--- src/hdl/cbc_pkg.sv ---
// Package of the cartridge bank controller: widths, codes and shared types.
package cbc_pkg;

    localparam int ROM_BANK_BYTES = 16384;
    localparam int RAM_BANK_BYTES = 8192;
    localparam int MAX_ROM_BANKS  = 512;

    localparam int ADDR_W     = 16;
    localparam int DATA_W     = 8;
    localparam int ROM_BANK_W = $clog2(MAX_ROM_BANKS);
    localparam int RAM_BANK_W = 4;
    localparam int RTC_SEL_W  = 4;
    localparam int RTC_IDX_W  = 3;
    localparam int PHYS_W     = 23;
    localparam int TGT_W      = 3;
    localparam int CTYPE_W    = 3;
    localparam int ROM_CNT_W  = 10;
    localparam int RAM_CNT_W  = 5;
    localparam int CFG_IDX_W  = 2;
    localparam int CFG_DATA_W = 10;
    localparam int ROM_OFS_W  = $clog2(ROM_BANK_BYTES);
    localparam int RAM_OFS_W  = $clog2(RAM_BANK_BYTES);

    // Controller types.
    localparam logic [CTYPE_W-1:0] CT_NONE   = 3'd0;
    localparam logic [CTYPE_W-1:0] CT_MBC1   = 3'd1;
    localparam logic [CTYPE_W-1:0] CT_MBC2   = 3'd2;
    localparam logic [CTYPE_W-1:0] CT_MBC3   = 3'd3;
    localparam logic [CTYPE_W-1:0] CT_MBC5   = 3'd4;
    localparam logic [CTYPE_W-1:0] CT_MBC5_R = 3'd5;
    localparam logic [CTYPE_W-1:0] CT_HUC1   = 3'd6;
    localparam logic [CTYPE_W-1:0] CT_HUC3   = 3'd7;

    // Result targets.
    localparam logic [TGT_W-1:0] TGT_NONE   = 3'd0;
    localparam logic [TGT_W-1:0] TGT_ROM    = 3'd1;
    localparam logic [TGT_W-1:0] TGT_RAM    = 3'd2;
    localparam logic [TGT_W-1:0] TGT_RTC    = 3'd3;
    localparam logic [TGT_W-1:0] TGT_FIXED  = 3'd4;
    localparam logic [TGT_W-1:0] TGT_ABSORB = 3'd5;

    // Configuration register indexes.
    localparam logic [CFG_IDX_W-1:0] CFG_CTRL_TYPE = 2'd0;
    localparam logic [CFG_IDX_W-1:0] CFG_ROM_COUNT = 2'd1;
    localparam logic [CFG_IDX_W-1:0] CFG_RAM_COUNT = 2'd2;

    // Control write regions, address bits 14..13 (MBC1, MBC3 and the HuC parts).
    localparam logic [1:0] RGN_ENABLE = 2'd0;
    localparam logic [1:0] RGN_ROM    = 2'd1;
    localparam logic [1:0] RGN_UPPER  = 2'd2;
    localparam logic [1:0] RGN_LATCH  = 2'd3;

    // MBC5 control regions, address bits 14..12.
    localparam logic [2:0] M5_EN_A   = 3'd0;
    localparam logic [2:0] M5_EN_B   = 3'd1;
    localparam logic [2:0] M5_ROM_LO = 3'd2;
    localparam logic [2:0] M5_ROM_HI = 3'd3;
    localparam logic [2:0] M5_RAM_A  = 3'd4;
    localparam logic [2:0] M5_RAM_B  = 3'd5;

    localparam logic [3:0]            RAM_EN_KEY     = 4'hA;
    localparam logic [DATA_W-1:0]     FIXED_HUC3     = 8'h01;
    localparam logic [DATA_W-1:0]     FIXED_OPEN     = 8'hFF;
    localparam logic [ROM_BANK_W-1:0] ROM_BANK_RESET = 9'd1;
    localparam logic [2:0]            RAM_WINDOW     = 3'b101;

    typedef struct packed {
        logic [CTYPE_W-1:0]    ctrl_type;
        logic [ROM_BANK_W-1:0] rom_mask;
        logic [RAM_BANK_W-1:0] ram_mask;
    } cfg_t;

    typedef struct packed {
        logic                  mode;
        logic [ADDR_W-1:0]     bus_address;
        logic [DATA_W-1:0]     write_data;
    } req_t;

    typedef struct packed {
        logic [ROM_BANK_W-1:0] rom_bank;
        logic [RAM_BANK_W-1:0] ram_bank;
        logic                  ram_enable;
        logic                  banking_mode;
        logic [RTC_SEL_W-1:0]  rtc_select;
    } bank_state_t;

    typedef struct packed {
        logic [TGT_W-1:0]      target;
        logic [PHYS_W-1:0]     physical_address;
        logic [RTC_IDX_W-1:0]  rtc_index;
        logic [DATA_W-1:0]     fixed_value;
        logic [ROM_BANK_W-1:0] rom_bank_now;
        logic [RAM_BANK_W-1:0] ram_bank_now;
        logic                  ram_enabled_now;
        logic [RTC_SEL_W-1:0]  rtc_select_now;
        logic                  latch_strobe;
        logic [DATA_W-1:0]     latch_data;
    } res_t;

endpackage

--- src/hdl/cbc_ifs.sv ---
// Channel interfaces of the cartridge bank controller: access, result and configuration.
interface cbc_access_if;
    logic                          valid;
    logic                          ready;
    logic                          mode;
    logic [cbc_pkg::ADDR_W-1:0]    bus_address;
    logic [cbc_pkg::DATA_W-1:0]    write_data;

    modport source (output valid, mode, bus_address, write_data, input ready);
    modport sink   (input valid, mode, bus_address, write_data, output ready);
endinterface

interface cbc_result_if;
    logic                            valid;
    logic                            ready;
    logic [cbc_pkg::TGT_W-1:0]       target;
    logic [cbc_pkg::PHYS_W-1:0]      physical_address;
    logic [cbc_pkg::RTC_IDX_W-1:0]   rtc_index;
    logic [cbc_pkg::DATA_W-1:0]      fixed_value;
    logic [cbc_pkg::ROM_BANK_W-1:0]  rom_bank_now;
    logic [cbc_pkg::RAM_BANK_W-1:0]  ram_bank_now;
    logic                            ram_enabled_now;
    logic [cbc_pkg::RTC_SEL_W-1:0]   rtc_select_now;
    logic                            latch_strobe;
    logic [cbc_pkg::DATA_W-1:0]      latch_data;

    modport source (output valid, target, physical_address, rtc_index, fixed_value,
                    rom_bank_now, ram_bank_now, ram_enabled_now, rtc_select_now,
                    latch_strobe, latch_data, input ready);
    modport sink   (input valid, target, physical_address, rtc_index, fixed_value,
                    rom_bank_now, ram_bank_now, ram_enabled_now, rtc_select_now,
                    latch_strobe, latch_data, output ready);
endinterface

interface cbc_cfg_if;
    logic                              valid;
    logic                              ready;
    logic [cbc_pkg::CFG_IDX_W-1:0]     index;
    logic [cbc_pkg::CFG_DATA_W-1:0]    data;

    modport source (output valid, index, data, input ready);
    modport sink   (input valid, index, data, output ready);
endinterface

--- src/hdl/cbc_cfg_regs.sv ---
// Configuration registers of the cartridge bank controller and the bank masks derived from them.
module cbc_cfg_regs (
    input  logic          clk,
    input  logic          rst_n,
    cbc_cfg_if.sink       cfg,
    output cbc_pkg::cfg_t cfg_out
);

    logic [cbc_pkg::CTYPE_W-1:0]   ctrl_type_reg;
    logic [cbc_pkg::ROM_CNT_W-1:0] rom_count_reg;
    logic [cbc_pkg::RAM_CNT_W-1:0] ram_count_reg;
    logic [cbc_pkg::ROM_CNT_W-1:0] rom_count_m1;
    logic [cbc_pkg::RAM_CNT_W-1:0] ram_count_m1;

    assign cfg.ready = 1'b1;

    always_ff @(posedge clk or negedge rst_n)
    begin
        if (!rst_n)
        begin
            ctrl_type_reg <= cbc_pkg::CT_NONE;
            rom_count_reg <= cbc_pkg::ROM_CNT_W'(2);
            ram_count_reg <= cbc_pkg::RAM_CNT_W'(1);
        end
        else if (cfg.valid)
        begin
            unique case (cfg.index)
                cbc_pkg::CFG_CTRL_TYPE: ctrl_type_reg <= cfg.data[cbc_pkg::CTYPE_W-1:0];
                cbc_pkg::CFG_ROM_COUNT: rom_count_reg <= cfg.data[cbc_pkg::ROM_CNT_W-1:0];
                cbc_pkg::CFG_RAM_COUNT: ram_count_reg <= cfg.data[cbc_pkg::RAM_CNT_W-1:0];
                default: ;
            endcase
        end
    end

    // A count of zero wraps to an all-ones mask, as the bank hardware sees it.
    assign rom_count_m1 = rom_count_reg - cbc_pkg::ROM_CNT_W'(1);
    assign ram_count_m1 = ram_count_reg - cbc_pkg::RAM_CNT_W'(1);

    assign cfg_out.ctrl_type = ctrl_type_reg;
    assign cfg_out.rom_mask  = rom_count_m1[cbc_pkg::ROM_BANK_W-1:0];
    assign cfg_out.ram_mask  = ram_count_m1[cbc_pkg::RAM_BANK_W-1:0];

endmodule

--- src/hdl/cbc_bank_ctl.sv ---
// Bank state registers and the decode of control writes for every controller type but CT_NONE.
module cbc_bank_ctl (
    input  logic                 clk,
    input  logic                 rst_n,
    input  logic                 en,
    input  cbc_pkg::cfg_t        cfg,
    input  cbc_pkg::req_t        req,
    output cbc_pkg::bank_state_t st_next,
    output logic                 strobe
);

    cbc_pkg::bank_state_t            st_reg;
    logic                            rom_we;
    logic                            ram_we;
    logic                            en_we;
    logic [cbc_pkg::ROM_BANK_W-1:0]  rom_v;
    logic [cbc_pkg::RAM_BANK_W-1:0]  ram_v;
    logic [1:0]                      rgn;
    logic [2:0]                      nib;
    logic [cbc_pkg::DATA_W-1:0]      b;
    logic [4:0]                      lo5;
    logic [3:0]                      lo4;
    logic [6:0]                      lo7;

    assign b   = req.write_data;
    assign rgn = req.bus_address[14:13];
    assign nib = req.bus_address[14:12];
    // A low bank field written as zero selects bank one.
    assign lo5 = (b[4:0] == 5'd0) ? 5'd1 : b[4:0];
    assign lo4 = (b[3:0] == 4'd0) ? 4'd1 : b[3:0];
    assign lo7 = (b[6:0] == 7'd0) ? 7'd1 : b[6:0];

    always_comb
    begin
        rom_we  = 1'b0;
        ram_we  = 1'b0;
        en_we   = 1'b0;
        rom_v   = st_reg.rom_bank;
        ram_v   = st_reg.ram_bank;
        strobe  = 1'b0;
        st_next = st_reg;
        if (req.mode && !req.bus_address[15])
        begin
            case (cfg.ctrl_type) inside
                cbc_pkg::CT_MBC1, cbc_pkg::CT_HUC1:
                begin
                    unique case (rgn)
                        cbc_pkg::RGN_ENABLE: en_we = 1'b1;
                        cbc_pkg::RGN_ROM:
                        begin
                            rom_we = 1'b1;
                            rom_v  = {2'b00, st_reg.rom_bank[6:5], lo5};
                        end
                        cbc_pkg::RGN_UPPER:
                        begin
                            if (st_reg.banking_mode)
                            begin
                                ram_we = 1'b1;
                                ram_v  = {2'b00, b[1:0]};
                            end
                            else
                            begin
                                rom_we = 1'b1;
                                rom_v  = {2'b00, b[1:0], st_reg.rom_bank[4:0]};
                            end
                        end
                        default: st_next.banking_mode = b[0];
                    endcase
                end
                cbc_pkg::CT_MBC2:
                begin
                    if (!req.bus_address[14])
                    begin
                        if (!req.bus_address[8])
                            en_we = 1'b1;
                        else
                        begin
                            rom_we = 1'b1;
                            rom_v  = {5'd0, lo4};
                        end
                    end
                end
                cbc_pkg::CT_MBC3, cbc_pkg::CT_HUC3:
                begin
                    unique case (rgn)
                        cbc_pkg::RGN_ENABLE: en_we = 1'b1;
                        cbc_pkg::RGN_ROM:
                        begin
                            rom_we = 1'b1;
                            rom_v  = {2'b00, lo7};
                        end
                        cbc_pkg::RGN_UPPER:
                        begin
                            st_next.rtc_select = b[3:0];
                            ram_we = 1'b1;
                            ram_v  = {2'b00, b[1:0]};
                        end
                        default: strobe = 1'b1;
                    endcase
                end
                cbc_pkg::CT_MBC5, cbc_pkg::CT_MBC5_R:
                begin
                    case (nib) inside
                        cbc_pkg::M5_EN_A, cbc_pkg::M5_EN_B: en_we = 1'b1;
                        cbc_pkg::M5_ROM_LO:
                        begin
                            rom_we = 1'b1;
                            rom_v  = {st_reg.rom_bank[8], b};
                        end
                        cbc_pkg::M5_ROM_HI:
                        begin
                            rom_we = 1'b1;
                            rom_v  = {b[0], st_reg.rom_bank[7:0]};
                        end
                        cbc_pkg::M5_RAM_A, cbc_pkg::M5_RAM_B:
                        begin
                            ram_we = 1'b1;
                            // The rumble variant uses bit 3 for the motor.
                            ram_v  = (cfg.ctrl_type == cbc_pkg::CT_MBC5_R) ?
                                     {1'b0, b[2:0]} : b[3:0];
                        end
                        default: ;
                    endcase
                end
                default: ;
            endcase
        end
        if (rom_we)
            st_next.rom_bank = rom_v & cfg.rom_mask;
        if (ram_we)
            st_next.ram_bank = ram_v & cfg.ram_mask;
        if (en_we)
            st_next.ram_enable = (b[3:0] == cbc_pkg::RAM_EN_KEY);
    end

    always_ff @(posedge clk or negedge rst_n)
    begin
        if (!rst_n)
        begin
            st_reg.rom_bank     <= cbc_pkg::ROM_BANK_RESET;
            st_reg.ram_bank     <= '0;
            st_reg.ram_enable   <= 1'b0;
            st_reg.banking_mode <= 1'b0;
            st_reg.rtc_select   <= '0;
        end
        else if (en)
            st_reg <= st_next;
    end

endmodule

--- src/hdl/cbc_xlate.sv ---
// Address translation of one access into a ROM, save RAM, RTC, fixed-value, absorbed or empty result.
module cbc_xlate (
    input  cbc_pkg::req_t                  req,
    input  cbc_pkg::bank_state_t           st,
    input  logic [cbc_pkg::CTYPE_W-1:0]    ctrl_type,
    input  logic                           strobe,
    output cbc_pkg::res_t                  res
);

    localparam int ROM_PAD = cbc_pkg::PHYS_W - cbc_pkg::ADDR_W;
    localparam int RAM_PAD = cbc_pkg::PHYS_W - cbc_pkg::RAM_BANK_W - cbc_pkg::RAM_OFS_W;

    logic [cbc_pkg::ADDR_W-1:0] a;

    assign a = req.bus_address;

    always_comb
    begin
        res.target           = cbc_pkg::TGT_NONE;
        res.physical_address = '0;
        res.rtc_index        = '0;
        res.fixed_value      = '0;
        res.rom_bank_now     = st.rom_bank;
        res.ram_bank_now     = st.ram_bank;
        res.ram_enabled_now  = st.ram_enable;
        res.rtc_select_now   = st.rtc_select;
        res.latch_strobe     = strobe;
        res.latch_data       = strobe ? req.write_data : '0;
        if (!a[15])
        begin
            if (req.mode)
                res.target = cbc_pkg::TGT_ABSORB;
            else
            begin
                res.target = cbc_pkg::TGT_ROM;
                if (!a[14])
                    res.physical_address = {{ROM_PAD{1'b0}}, a};
                else
                    res.physical_address = {st.rom_bank, a[cbc_pkg::ROM_OFS_W-1:0]};
            end
        end
        else if (a[15:13] == cbc_pkg::RAM_WINDOW)
        begin
            // The bank state is unchanged by window accesses, so st holds the live values.
            if (!st.ram_enable)
            begin
                if (req.mode)
                    res.target = cbc_pkg::TGT_ABSORB;
                else
                begin
                    res.target      = cbc_pkg::TGT_FIXED;
                    res.fixed_value = (ctrl_type == cbc_pkg::CT_HUC3) ?
                                      cbc_pkg::FIXED_HUC3 : cbc_pkg::FIXED_OPEN;
                end
            end
            else if (st.rtc_select[3])
            begin
                res.target    = cbc_pkg::TGT_RTC;
                res.rtc_index = st.rtc_select[2:0];
            end
            else
            begin
                res.target           = cbc_pkg::TGT_RAM;
                res.physical_address = {{RAM_PAD{1'b0}}, st.ram_bank,
                                        a[cbc_pkg::RAM_OFS_W-1:0]};
            end
        end
    end

endmodule

--- src/hdl/cartridge_bank_controller.sv ---
// Top level of the cartridge bank controller: input register, decode and result register.
//
//   Channel | Direction | Carries
//   acc     | in        | mode, bus_address, write_data
//   res     | out       | target, physical_address, rtc_index, fixed_value, bank state, latch
//   cfg     | in        | index, data (controller type, ROM bank count, RAM bank count)
//
// One access per cycle while res is not stalled: a transfer on acc is registered in the
// input register, decoded from there and lands in the result register.
// The bank state is updated as an access moves into the result register, so each
// access sees the state left by the one before it.
// A stalled result holds the result register; the input register still takes one more
// access before acc.ready drops. Reset restores the bank state, configuration and valid flags.
module cartridge_bank_controller (
    input  logic            clk,
    input  logic            rst_n,
    cbc_access_if.sink      acc,
    cbc_result_if.source    res,
    cbc_cfg_if.sink         cfg
);

    logic                   in_vld_reg;
    cbc_pkg::req_t          in_req_reg;
    logic                   out_vld_reg;
    cbc_pkg::res_t          out_res_reg;
    logic                   out_free;
    logic                   adv;
    cbc_pkg::cfg_t          cfg_cur;
    cbc_pkg::bank_state_t   st_next;
    logic                   strobe;
    cbc_pkg::res_t          res_next;

    assign out_free  = !out_vld_reg || res.ready;
    assign adv       = in_vld_reg && out_free;
    assign acc.ready = !in_vld_reg || adv;

    always_ff @(posedge clk or negedge rst_n)
    begin
        if (!rst_n)
        begin
            in_vld_reg  <= 1'b0;
            out_vld_reg <= 1'b0;
        end
        else
        begin
            if (acc.ready)
                in_vld_reg <= acc.valid;
            if (out_free)
                out_vld_reg <= in_vld_reg;
        end
    end

    always_ff @(posedge clk)
    begin
        if (acc.valid && acc.ready)
        begin
            in_req_reg.mode        <= acc.mode;
            in_req_reg.bus_address <= acc.bus_address;
            in_req_reg.write_data  <= acc.write_data;
        end
        if (adv)
            out_res_reg <= res_next;
    end

    cbc_cfg_regs u_cfg (
        .clk     (clk),
        .rst_n   (rst_n),
        .cfg     (cfg),
        .cfg_out (cfg_cur)
    );

    cbc_bank_ctl u_bank (
        .clk     (clk),
        .rst_n   (rst_n),
        .en      (adv),
        .cfg     (cfg_cur),
        .req     (in_req_reg),
        .st_next (st_next),
        .strobe  (strobe)
    );

    cbc_xlate u_xlate (
        .req       (in_req_reg),
        .st        (st_next),
        .ctrl_type (cfg_cur.ctrl_type),
        .strobe    (strobe),
        .res       (res_next)
    );

    assign res.valid            = out_vld_reg;
    assign res.target           = out_res_reg.target;
    assign res.physical_address = out_res_reg.physical_address;
    assign res.rtc_index        = out_res_reg.rtc_index;
    assign res.fixed_value      = out_res_reg.fixed_value;
    assign res.rom_bank_now     = out_res_reg.rom_bank_now;
    assign res.ram_bank_now     = out_res_reg.ram_bank_now;
    assign res.ram_enabled_now  = out_res_reg.ram_enabled_now;
    assign res.rtc_select_now   = out_res_reg.rtc_select_now;
    assign res.latch_strobe     = out_res_reg.latch_strobe;
    assign res.latch_data       = out_res_reg.latch_data;

endmodule

--- src/flat_wrapper.sv ---
// flat-port wrapper written by rule: the top's interface ports become plain ports
module cartridge_bank_controller_flat 
  (clk, rst_n, acc_valid, acc_mode, acc_bus_address, acc_write_data, acc_ready, res_valid, res_target, res_physical_address, res_rtc_index, res_fixed_value, res_rom_bank_now, res_ram_bank_now, res_ram_enabled_now, res_rtc_select_now, res_latch_strobe, res_latch_data, res_ready, cfg_valid, cfg_index, cfg_data, cfg_ready);
  cbc_access_if acc_i ();
  cbc_result_if res_i ();
  cbc_cfg_if cfg_i ();
  input  logic clk;
  input  logic rst_n;
  input wire logic [$bits(acc_i.valid)-1:0] acc_valid;
  input wire logic [$bits(acc_i.mode)-1:0] acc_mode;
  input wire logic [$bits(acc_i.bus_address)-1:0] acc_bus_address;
  input wire logic [$bits(acc_i.write_data)-1:0] acc_write_data;
  output wire logic [$bits(acc_i.ready)-1:0] acc_ready;
  output wire logic [$bits(res_i.valid)-1:0] res_valid;
  output wire logic [$bits(res_i.target)-1:0] res_target;
  output wire logic [$bits(res_i.physical_address)-1:0] res_physical_address;
  output wire logic [$bits(res_i.rtc_index)-1:0] res_rtc_index;
  output wire logic [$bits(res_i.fixed_value)-1:0] res_fixed_value;
  output wire logic [$bits(res_i.rom_bank_now)-1:0] res_rom_bank_now;
  output wire logic [$bits(res_i.ram_bank_now)-1:0] res_ram_bank_now;
  output wire logic [$bits(res_i.ram_enabled_now)-1:0] res_ram_enabled_now;
  output wire logic [$bits(res_i.rtc_select_now)-1:0] res_rtc_select_now;
  output wire logic [$bits(res_i.latch_strobe)-1:0] res_latch_strobe;
  output wire logic [$bits(res_i.latch_data)-1:0] res_latch_data;
  input wire logic [$bits(res_i.ready)-1:0] res_ready;
  input wire logic [$bits(cfg_i.valid)-1:0] cfg_valid;
  input wire logic [$bits(cfg_i.index)-1:0] cfg_index;
  input wire logic [$bits(cfg_i.data)-1:0] cfg_data;
  output wire logic [$bits(cfg_i.ready)-1:0] cfg_ready;
  assign acc_i.valid = acc_valid;
  assign acc_i.mode = acc_mode;
  assign acc_i.bus_address = acc_bus_address;
  assign acc_i.write_data = acc_write_data;
  assign acc_ready = acc_i.ready;
  assign res_valid = res_i.valid;
  assign res_target = res_i.target;
  assign res_physical_address = res_i.physical_address;
  assign res_rtc_index = res_i.rtc_index;
  assign res_fixed_value = res_i.fixed_value;
  assign res_rom_bank_now = res_i.rom_bank_now;
  assign res_ram_bank_now = res_i.ram_bank_now;
  assign res_ram_enabled_now = res_i.ram_enabled_now;
  assign res_rtc_select_now = res_i.rtc_select_now;
  assign res_latch_strobe = res_i.latch_strobe;
  assign res_latch_data = res_i.latch_data;
  assign res_i.ready = res_ready;
  assign cfg_i.valid = cfg_valid;
  assign cfg_i.index = cfg_index;
  assign cfg_i.data = cfg_data;
  assign cfg_ready = cfg_i.ready;
  cartridge_bank_controller u_core (.clk(clk), .rst_n(rst_n), .acc(acc_i), .res(res_i), .cfg(cfg_i));
endmodule
--- config.mk ---
export PLATFORM = sky130hd
export DESIGN_NAME = cartridge_bank_controller_flat
export DESIGN_NICKNAME = d
export VERILOG_FILES = /design/src/hdl/cbc_pkg.sv /design/src/hdl/cbc_ifs.sv /design/src/hdl/cbc_cfg_regs.sv /design/src/hdl/cbc_bank_ctl.sv /design/src/hdl/cbc_xlate.sv /design/src/hdl/cartridge_bank_controller.sv /design/src/flat_wrapper.sv
export SDC_FILE = /design/constraint.sdc
export NUM_CORES = 1
export LEC_CHECK = 0
export ABC_AREA = 1
export BUFFER_PORTS_ARGS = -buffer_cell sky130_fd_sc_hd__buf_4
export CAP_MARGIN = 10
export CORE_ASPECT_RATIO = 1.25
export CORE_MARGIN = 2
export CORE_UTILIZATION = 45
export CTS_CLUSTER_SIZE = 24
export DETAILED_ROUTE_END_ITERATION = 8
export HOLD_SLACK_MARGIN = 0.1
export PLACE_DENSITY = 0.75
export SLEW_MARGIN = 20
export SYNTH_ARGS = -nofsm -noshare
export SYNTH_HDL_FRONTEND = slang
export SYNTH_SLANG_ARGS = --single-unit
--- constraint.sdc ---
create_clock -name clk -period 8.5 [get_ports clk]
set_clock_uncertainty 0.15 [all_clocks]
set_input_delay 0.425 -clock clk [delete_from_list [all_inputs] [get_ports clk]]
set_output_delay 0.425 -clock clk [all_outputs]
set_load 0.03 [all_outputs]
==> summary.txt, run 1 <==
Worst setup path
  • CP Data Arrival Time: just over 3 ns
  • Crit-path max FO: 13
  • CP startpoint kind: flip-flop
  • Worst Path Class, Setup: reg -> reg
  • Worst EP required: between 8 and 9 ns
  • Worst setup EP type: flip-flop

Global route
  • First-pass GRT wire length: ~23 mm
  • Initial antenna violation count: 0
  • Vias in the first global route: between 4000 and 5000
  • Tot GR Track Use: between 20 and 25%
  • Total grt overflow: 0
  • Largest net degree at the start of global routing: 43

Pwr
  • Leak Pwr: between 3 and 4 nW
  • Maximum VDD drop: 166.7 uV
  • PwrDens: 278.0 nW/um^2

Yosys
  • Syn Inst Count: 630
  • Syn_area_per_cell: 9.189 sq um
  • Synthesized Nets: approximately 700
  • Most common flop cell mapped by yosys: edfxtp_1
  • Netlist cell types: 42
  • Post-synthesis sequential area ratio: 59.11%
  • Ys async rst share: between 30% and 40%
  • EDFF count, synth: between 80 and 90
  • Synth Cell Area: 5789 sq um
  • Seq cells post-synth: 120
  • YS warnings: 0

CTS
  • Clock transition at path regs: approximately 0.06 ns
  • CTS tree: done
  • Clk_lat worst skew: ~0.43 ns
  • CTS H-tree depth: 4
  • Clk sinks: 120
  • Postcts setup bufs: 0
  • Total CTS buffers: 17
  • Clock Tree Root: clkbuf_16
  • Longest Clk Path Bufs: 2

STA
  • Slew Viols, Final: 0
  • Relative slew slack: between 30% and 40%
  • RSZ-0062 raised after global routing: false
  • Final hold vios: 0
  • Fmax: between 300 and 400 MHz
  • Period utilization: about 34%
  • TNS Setup: 0 ns
  • Final setup viols: 0
  • Min Tclk post-route: 2.896 ns
  • Slew at the pin with the worst max-slew slack: 1.014 ns

Finish
  • Share of cells above drive strength 1: 20.72%
  • Ant. Diodes: 0
  • Largest register FFs: 25
  • P&R area growth vs syn: 31.08%
  • Post-route design area: about 7600 sq um
  • Post-layout nets: 814

Hold path
  • Worst Hold Class: in -> reg

Die
  • Core ar.: between 10000 and 15000 sq um
  • Die height: between 100 and 150 um
  • Core Rows: 46
  • Die X: about 110 um
  • Initial Util: a little under half
  • Die area: roughly 14000 sq um
  • I/O Pins: 109

Drt
  • First-pass DRT Iterations: 5
  • Via Count: roughly 4900
  • DRC Markers: 0
  • Final wirelength: approximately 15 mm
  • DR iter-0 viols: between 400 and 500
  • Post-route ant nets: 0
  • Wire per inst: between 15 and 20 um
  • Routed vias/inst: approximately 5.1

Placed design
  • Hpwl dp: 10.41 mm
  • Placed instance area: between 6000 and 7000 sq um
  • Port Buf Inserts: between 100 and 150
  • Final Wtd Congestion: 0.9221

Outcome
  • Status: completed

Flow run
  • Max capacitance violation total: 0
[path summary, 6_finish.rpt]
check | slack [ns] | from | to | cells after the start
max in group asynchronous | 7.46 | rst_n | u_core.u_bank.st_reg[10]$_DFFE_PN1P_ | 2
worst max-delay path | 5.60 | u_core.in_req_reg[22]$_DFFE_PP_ | u_core.res.physical_address[16]$_DFFE_PP_ | 12
worst min register to register | 0.35 | u_core.u_cfg.rom_count_reg[0]$_DFFE_PN0P_ | u_core.u_cfg.rom_count_reg[0]$_DFFE_PN0P_ | 2
worst max register to register | 5.60 | u_core.in_req_reg[22]$_DFFE_PP_ | u_core.res.physical_address[16]$_DFFE_PP_ | 12
worst min-delay path | 0.11 | cfg_data[7] | u_core.u_cfg.rom_count_reg[7]$_DFFE_PN0P_ | 3
min in group asynchronous | 0.36 | rst_n | u_core.u_cfg.rom_count_reg[8]$_DFFE_PN0P_ | 2
[cells in the mapped netlist (all sizes together) (2+ instances only)]
| library cell | count | area, sq um |
|---|---|---|
| nor3 | 8 | 51.30 |
| dfrtp | 34 | 850.8 |
| a21oi | 25 | 125.1 |
| mux2 | 2 | 22.52 |
| buf | 13 | 91.34 |
| nor2 | 64 | 265.3 |
| o21ai | 47 | 250.2 |
| dfstp | 3 | 78.83 |
| nand2 | 198 | 755.7 |
| nand3 | 33 | 170.2 |
| xor2 | 2 | 17.52 |
| a31oi | 2 | 12.51 |
| o211ai | 12 | 90.09 |
| inv | 72 | 272.8 |
| ha | 8 | 100.1 |
| o22ai | 2 | 12.51 |
| xnor2 | 3 | 26.28 |
| nand4 | 2 | 12.51 |
| clkbuf | 8 | 30.03 |
| edfxtp | 83 | 2492 |
[cells in the final DEF, fill, tap and decap left out, types with 8 or more instances in the layout]
| master | Yosys | final |
|---|---|---|
| nand2_1 | 195 | 195 |
| dlygate4sd3_1 | 0 | 29 |
| edfxtp_1 | 83 | 83 |
| ha_1 | 8 | 8 |
| nor2_1 | 60 | 60 |
| o21ai_0 | 44 | 44 |
| buf_4 | 8 | 107 |
| o211ai_1 | 12 | 12 |
| nand3_1 | 32 | 32 |
| dfrtp_1 | 34 | 34 |
| clkbuf_16 | 0 | 17 |
| a21oi_1 | 25 | 25 |
| inv_1 | 68 | 68 |
[per-layer routing]
layer  part of all wire (%)  GRT usage [%]  wire length, um  up-vias
met2                     50          38.29             7610      186
met4                    2.7          9.961              408        0
met1                     41          26.82             6132     2288
met5                      0              0                0        -
li1                       -              -                -     2344
met3                    6.2          4.167              940       33
[cells by family after synthesis]
group | share of synthesized area [%]
AOI/OAI and AO/OA | 9.164
adders and majority gates | 1.729
and+or+nand+nor | 21.91
xor gates and xnor gates | 0.7566
other | 0.06477
DFF | 59.11
muxes | 0.3890
buffers and inverters | 6.873
[cell type report]
| type | count | area [sq um] |
|---|---|---|
| clock buffers | 17 | 425.4 |
| clock inverters | 15 | 191.4 |
| fillers | 1071 | 5016 |
| inverters | 73 | 276.5 |
| multi-input cells | 416 | 1969 |
| flip-flops and latches | 120 | 3422 |
| well taps | 168 | 210.2 |
| repair buffers | 136 | 1094 |
[where the power goes]
group / total (W) / switching (W) / internal (W)
combinational: 0.000543 / 0.000360 / 0.000183
clock: 0.000747 / 0.000280 / 0.000467
sequential: 0.000820 / 0.0000672 / 0.000753
[critical path: stages (launching register included)]
cell,delay (ns)
edfxtp_1,0.49
inv_1,0.21
ha_1,0.43
nand2_1,0.15
nand2_1,0.16
inv_1,0.06
a21oi_1,0.13
nand2_1,0.39
nor2_1,0.26
nand2_1,0.09
nand2_1,0.10
nand2_1,0.06
nand2_1,0.07
[metrics by stage]
stage	total power [W]	worst slack, ns	instances	hold slack (ns)	util, %
after detailed placement	0.001353	5.612	884	0.2753	53.01
final	0.002109	5.604	945	0.1143	60.20
after floorplan	0.001181	5.275	630	-0.02059	-
after CTS	0.002111	5.654	945	0.1244	60.20
after global placement	0.001339	5.634	884	0.2686	53.01
after global routing	0.002203	5.302	945	0.1408	60.20
[what timing repair did]
| item | 4_1_cts | 5_1_grt |
|---|---|---|
| resized for setup | 0 | 0 |
| hold buffers | 29 | 0 |
| endpoints found under the hold margin | 62 | 0 |
No activity file was read; power rests on OpenSTA's default activity.
==> run 2: changes to the inputs <==
--- a/config.mk
+++ b/config.mk
@@ -5,7 +5,7 @@
 export SDC_FILE = /design/constraint.sdc
 export NUM_CORES = 1
 export LEC_CHECK = 0
-export ABC_AREA = 1
+export ABC_AREA = 0
 export BUFFER_PORTS_ARGS = -buffer_cell sky130_fd_sc_hd__buf_4
 export CAP_MARGIN = 10
 export CORE_ASPECT_RATIO = 1.25
==> constraint.sdc (replaced) <==
create_clock -name clk -period 2.85 [get_ports clk]
set_clock_uncertainty 0.15 [all_clocks]
set_input_delay 0.1425 -clock clk [delete_from_list [all_inputs] [get_ports clk]]
set_output_delay 0.1425 -clock clk [all_outputs]
set_load 0.03 [all_outputs]
==> run 2 against run 1 <==
  * Die area decreased by 2.9%
  * Clock power increased to 2.8 times the previous value
  * Flip-flop and latch count unchanged
  * Register-to-register slack got worse by 5.4 ns
  * Worst hold slack got worse by 0.0058 ns
  * Combinational power increased by 100%
  * Synthesized area decreased by 3.0%
  * Synthesized cell count decreased by 29%
  * Total power increased to 2.6 times the previous value
==> summary.txt, run 2 <==
Global route
  • First-pass GRT wire length: 22.10 mm (-4.2%)
  • GRT met2 Usage: 38.54% (+0.25 points)
  • Initial antenna violation count: 0 (unchanged)
  • Total grt overflow: 0 (unchanged)
  • Met3 usage: 5.370% (+1.2 points)
  • Met1 Use GR: 25.36% (-1.5 points)
  • Tot GR Track Use: 21.74% (-0.31 points)
  • Largest net degree at the start of global routing: 38 (-12%)
  • Vias in the first global route: 4322 (-4.6%)
  • Gr busiest metal: met2

Worst setup path
  • Critical path startpoint: u_core.in_req_reg[21]$_DFFE_PP_
  • CP Data Arrival Time: 2.67 ns (-0.37 ns)
  • CP startpoint kind: flip-flop
  • Crit-path max FO: 12 (-1)
  • Critical Path Slowest Stage Cell: edfxtp_1
  • Worst Path Class, Setup: reg -> reg
  • Worst setup EP type: flip-flop
  • Buf/Inv on CP: 1 (-1)
  • Top delay family on crit path: compound AO/OA/AOI/OAI gates
  • Reg2Reg Launch Point: u_core.in_req_reg[21]$_DFFE_PP_
  • Largest stage delay, worst path: 0.49 ns (about the same)
  • Worst EP required: 2.85 ns (-5.79 ns)
  • Cell breakdown of the critical path: inv_1 -> ha_1 -> nor2b_1 -> o21ai_0 -> a211o_1 -> nor2b_1 -> o2bb2ai_1
  • Crit-path most repeated cell: nor2b_1

Placed design
  • Final Wtd Congestion: 0.8969 (-2.7%)
  • Hpwl dp: 9.659 mm (-7.2%)
  • Placed Cells: 711 (-20%)
  • Placed instance area: 6644 sq um (-0.56%)
  • Setup WS pre-CTS: 0.2415 ns (-5.371 ns)
  • Port Buf Inserts: 106 (unchanged)

CTS
  • Longest Clk Path Bufs: 2 (unchanged)
  • CTS Hold Bufs: 46 (+59%)
  • Clk sinks: 120 (unchanged)
  • CTS tree: done
  • Postcts setup bufs: 0 (unchanged)
  • Clock transition at path regs: 0.06 ns (about the same)
  • # resized after CTS: 0 (unchanged)
  • Total CTS buffers: 17 (unchanged)
  • Clock Tree Root: clkbuf_16
  • CTS H-tree depth: 4 (unchanged)
  • Clk_lat worst skew: 0.41 ns (-0.02 ns)

Outcome
  • Status: completed

Yosys
  • Seq cells post-synth: 120 (unchanged)
  • Netlist cell types: 72 (+71%)
  • Synth cell count leaders: edfxtp_1 (83), nand2_1 (42), dfrtp_1 (34)
  • Post-synthesis sequential area ratio: 60.94% (+1.8 points)
  • EDFF count, synth: 83 (unchanged)
  • YS warnings: 0 (unchanged)
  • Cell taking the most area after synthesis: edfxtp_1
  • Top-count cell post-synth: edfxtp_1
  • Synthesized Nets: 496 (-27%)
  • Ys async rst share: 30.83% (unchanged)
  • Area share of the largest cell type after synthesis: 44.39% (+1.3 points)
  • Synth Cell Area: 5615 sq um (-3.0%)
  • Most area-consuming cells after synthesis: edfxtp_1 (44%), dfrtp_1 (15%), mux2_2 (4.2%)
  • Most common flop cell mapped by yosys: edfxtp_1
  • Syn Inst Count: 446 (-29%)
  • Syn_area_per_cell: 12.59 sq um (+37%)

STA
  • Final setup margin: 0.1790 ns (-5.425 ns)
  • Slew at the pin with the worst max-slew slack: 0.6969 ns (-0.3172 ns)
  • Period utilization: 93.72% (+60 points)
  • Fmax: 374.4 MHz (+8.4%)
  • Final setup viols: 0 (unchanged)
  • RSZ-0062 raised after global routing: false
  • Min Tclk post-route: 2.671 ns (-0.2247 ns)
  • Final hold vios: 0 (unchanged)
  • Relative slew slack: 53.37% (+21 points)
  • TNS Setup: 0 ns (unchanged)
  • Slew Viols, Final: 0 (unchanged)

Pwr
  • Leak Pwr: 3.144 nW (-10%)
  • Maximum VDD drop: 349.2 uV (+110%)
  • PwrDens: 716.4 nW/um^2 (+160%)

Drt
  • DR iter-0 viols: 359 (-11%)
  • First-pass DRT Iterations: 5 (unchanged)
  • DRC Markers: 0 (unchanged)
  • Via Count: 4263 (-12%)
  • Routed vias/inst: 5.403 (+5.3%)
  • Post-route ant nets: 0 (unchanged)
  • Wire per inst: 17.97 um (+13%)
  • Final wirelength: 14.18 mm (-6.0%)

Finish
  • Final Core Density: 63.26% (+3.1 points)
  • Final cell count without fillers: 789 (-17%)
  • Ant. Diodes: 0 (unchanged)
  • Largest register FFs: 25 (unchanged)
  • Most frequent cells in the layout: buf_4 (124), edfxtp_1 (83), dlygate4sd3_1 (46)
  • Share of cells above drive strength 1: 30.08% (+9.4 points)
  • Commonest non-fill, non-tap cell in the layout: buf_4
  • Post-route design area: 7694 sq um (+1.4%)
  • P&R area growth vs syn: 37.01%
  • Post-layout nets: 662 (-19%)

Die
  • Die X: 103.9 um (-1.5%)
  • Core ar.: 12160 sq um (-3.5%)
  • Initial Util: 46.17% (+0.24 points)
  • Die area: 13390 sq um (-2.9%)
  • Core Rows: 45 (-2.2%)
  • Die height: 128.9 um (-1.5%)
  • I/O Pins: 109 (unchanged)

Hold path
  • Worst Hold Class: in -> async

Flow run
  • Max capacitance violation total: 0 (unchanged)
[run 2: cell types whose count changed after synthesis, sizes merged, moves of 7 or more]
cell / change
mux2i: +8
nor2b: +20
a21oi: -13
and2: +10
nor2: -51
o31ai: +9
inv: -58
and3: +8
nand3: -22
o21ai: -24
o211ai: -7
nand2: -156
nand2b: +15
mux2: +19
[run 2: cells by family (layout without fill, tap and decap cells)]
family | count (synthesis) | count (layout) | synth area share (%)
other cells | 1 | 1 | 0.06678
fa+ha+maj | 8 | 8 | 1.783
mux | 29 | 29 | 5.860
simple gates | 151 | 151 | 14.95
flops | 120 | 120 | 60.94
buf+inv | 38 | 217 | 3.209
xor+xnor | 9 | 9 | 1.404
compound gates | 90 | 90 | 11.79
[run 2: where the power goes]
part	total [W]	leakage (nW)	internal (W)	switching (W)
clock network	0.00211	0.278	0.00137	0.000743
logic	0.00109	1.60	0.000474	0.000612
registers	0.00231	1.27	0.00211	0.000199
total	0.00551	3.14	0.00396	0.00155
[run 2: layer usage]
metal  wire (um)  share of wire [%]  vias up
met3         702                5.0       16
met2        7506                 53      155
li1            -                  -     1986
met5           0                  0        -
met4         270                1.9        0
met1        5700                 40     2106
[run 2: final cells by class]
type                       count  area, sq um
multi-input combinational    288         2013
tap                          164        205.2
fill                         973         4468
sequential                   120         3422
clock buffer                  20        436.7
clock inverter                12        152.6
inverter                      14        52.55
timing repair buffer         171         1411
[run 2: path summary, 6_finish.rpt]
path,endpoint,slack (ns),depth (start not counted)
setup reg to reg,u_core.res.physical_address[14]$_DFFE_PP_,0.18,7
hold / removal,u_core.u_bank.st_reg[8]$_DFFE_PN0P_,0.11,2
setup / recovery,u_core.res.physical_address[14]$_DFFE_PP_,0.18,7
min in group clk,u_core.in_req_reg[22]$_DFFE_PP_,0.30,2
max in group asynchronous,u_core.u_cfg.ram_count_reg[0]$_DFFE_PN1P_,2.07,2
hold reg to reg,u_core.u_bank.st_reg[1]$_DFFE_PN0P_,0.33,2
[run 2: metrics by stage]
stage | hold slack (ns) | total power (W)
6_report | 0.1086 | 0.005512
5_1_grt | 0.1447 | 0.005736
4_1_cts | 0.1163 | 0.005530
3_5_place_dp | -0.001358 | 0.003359
3_3_place_gp | -0.01257 | 0.003332
2_1_floorplan | -0.3031 | 0.002967
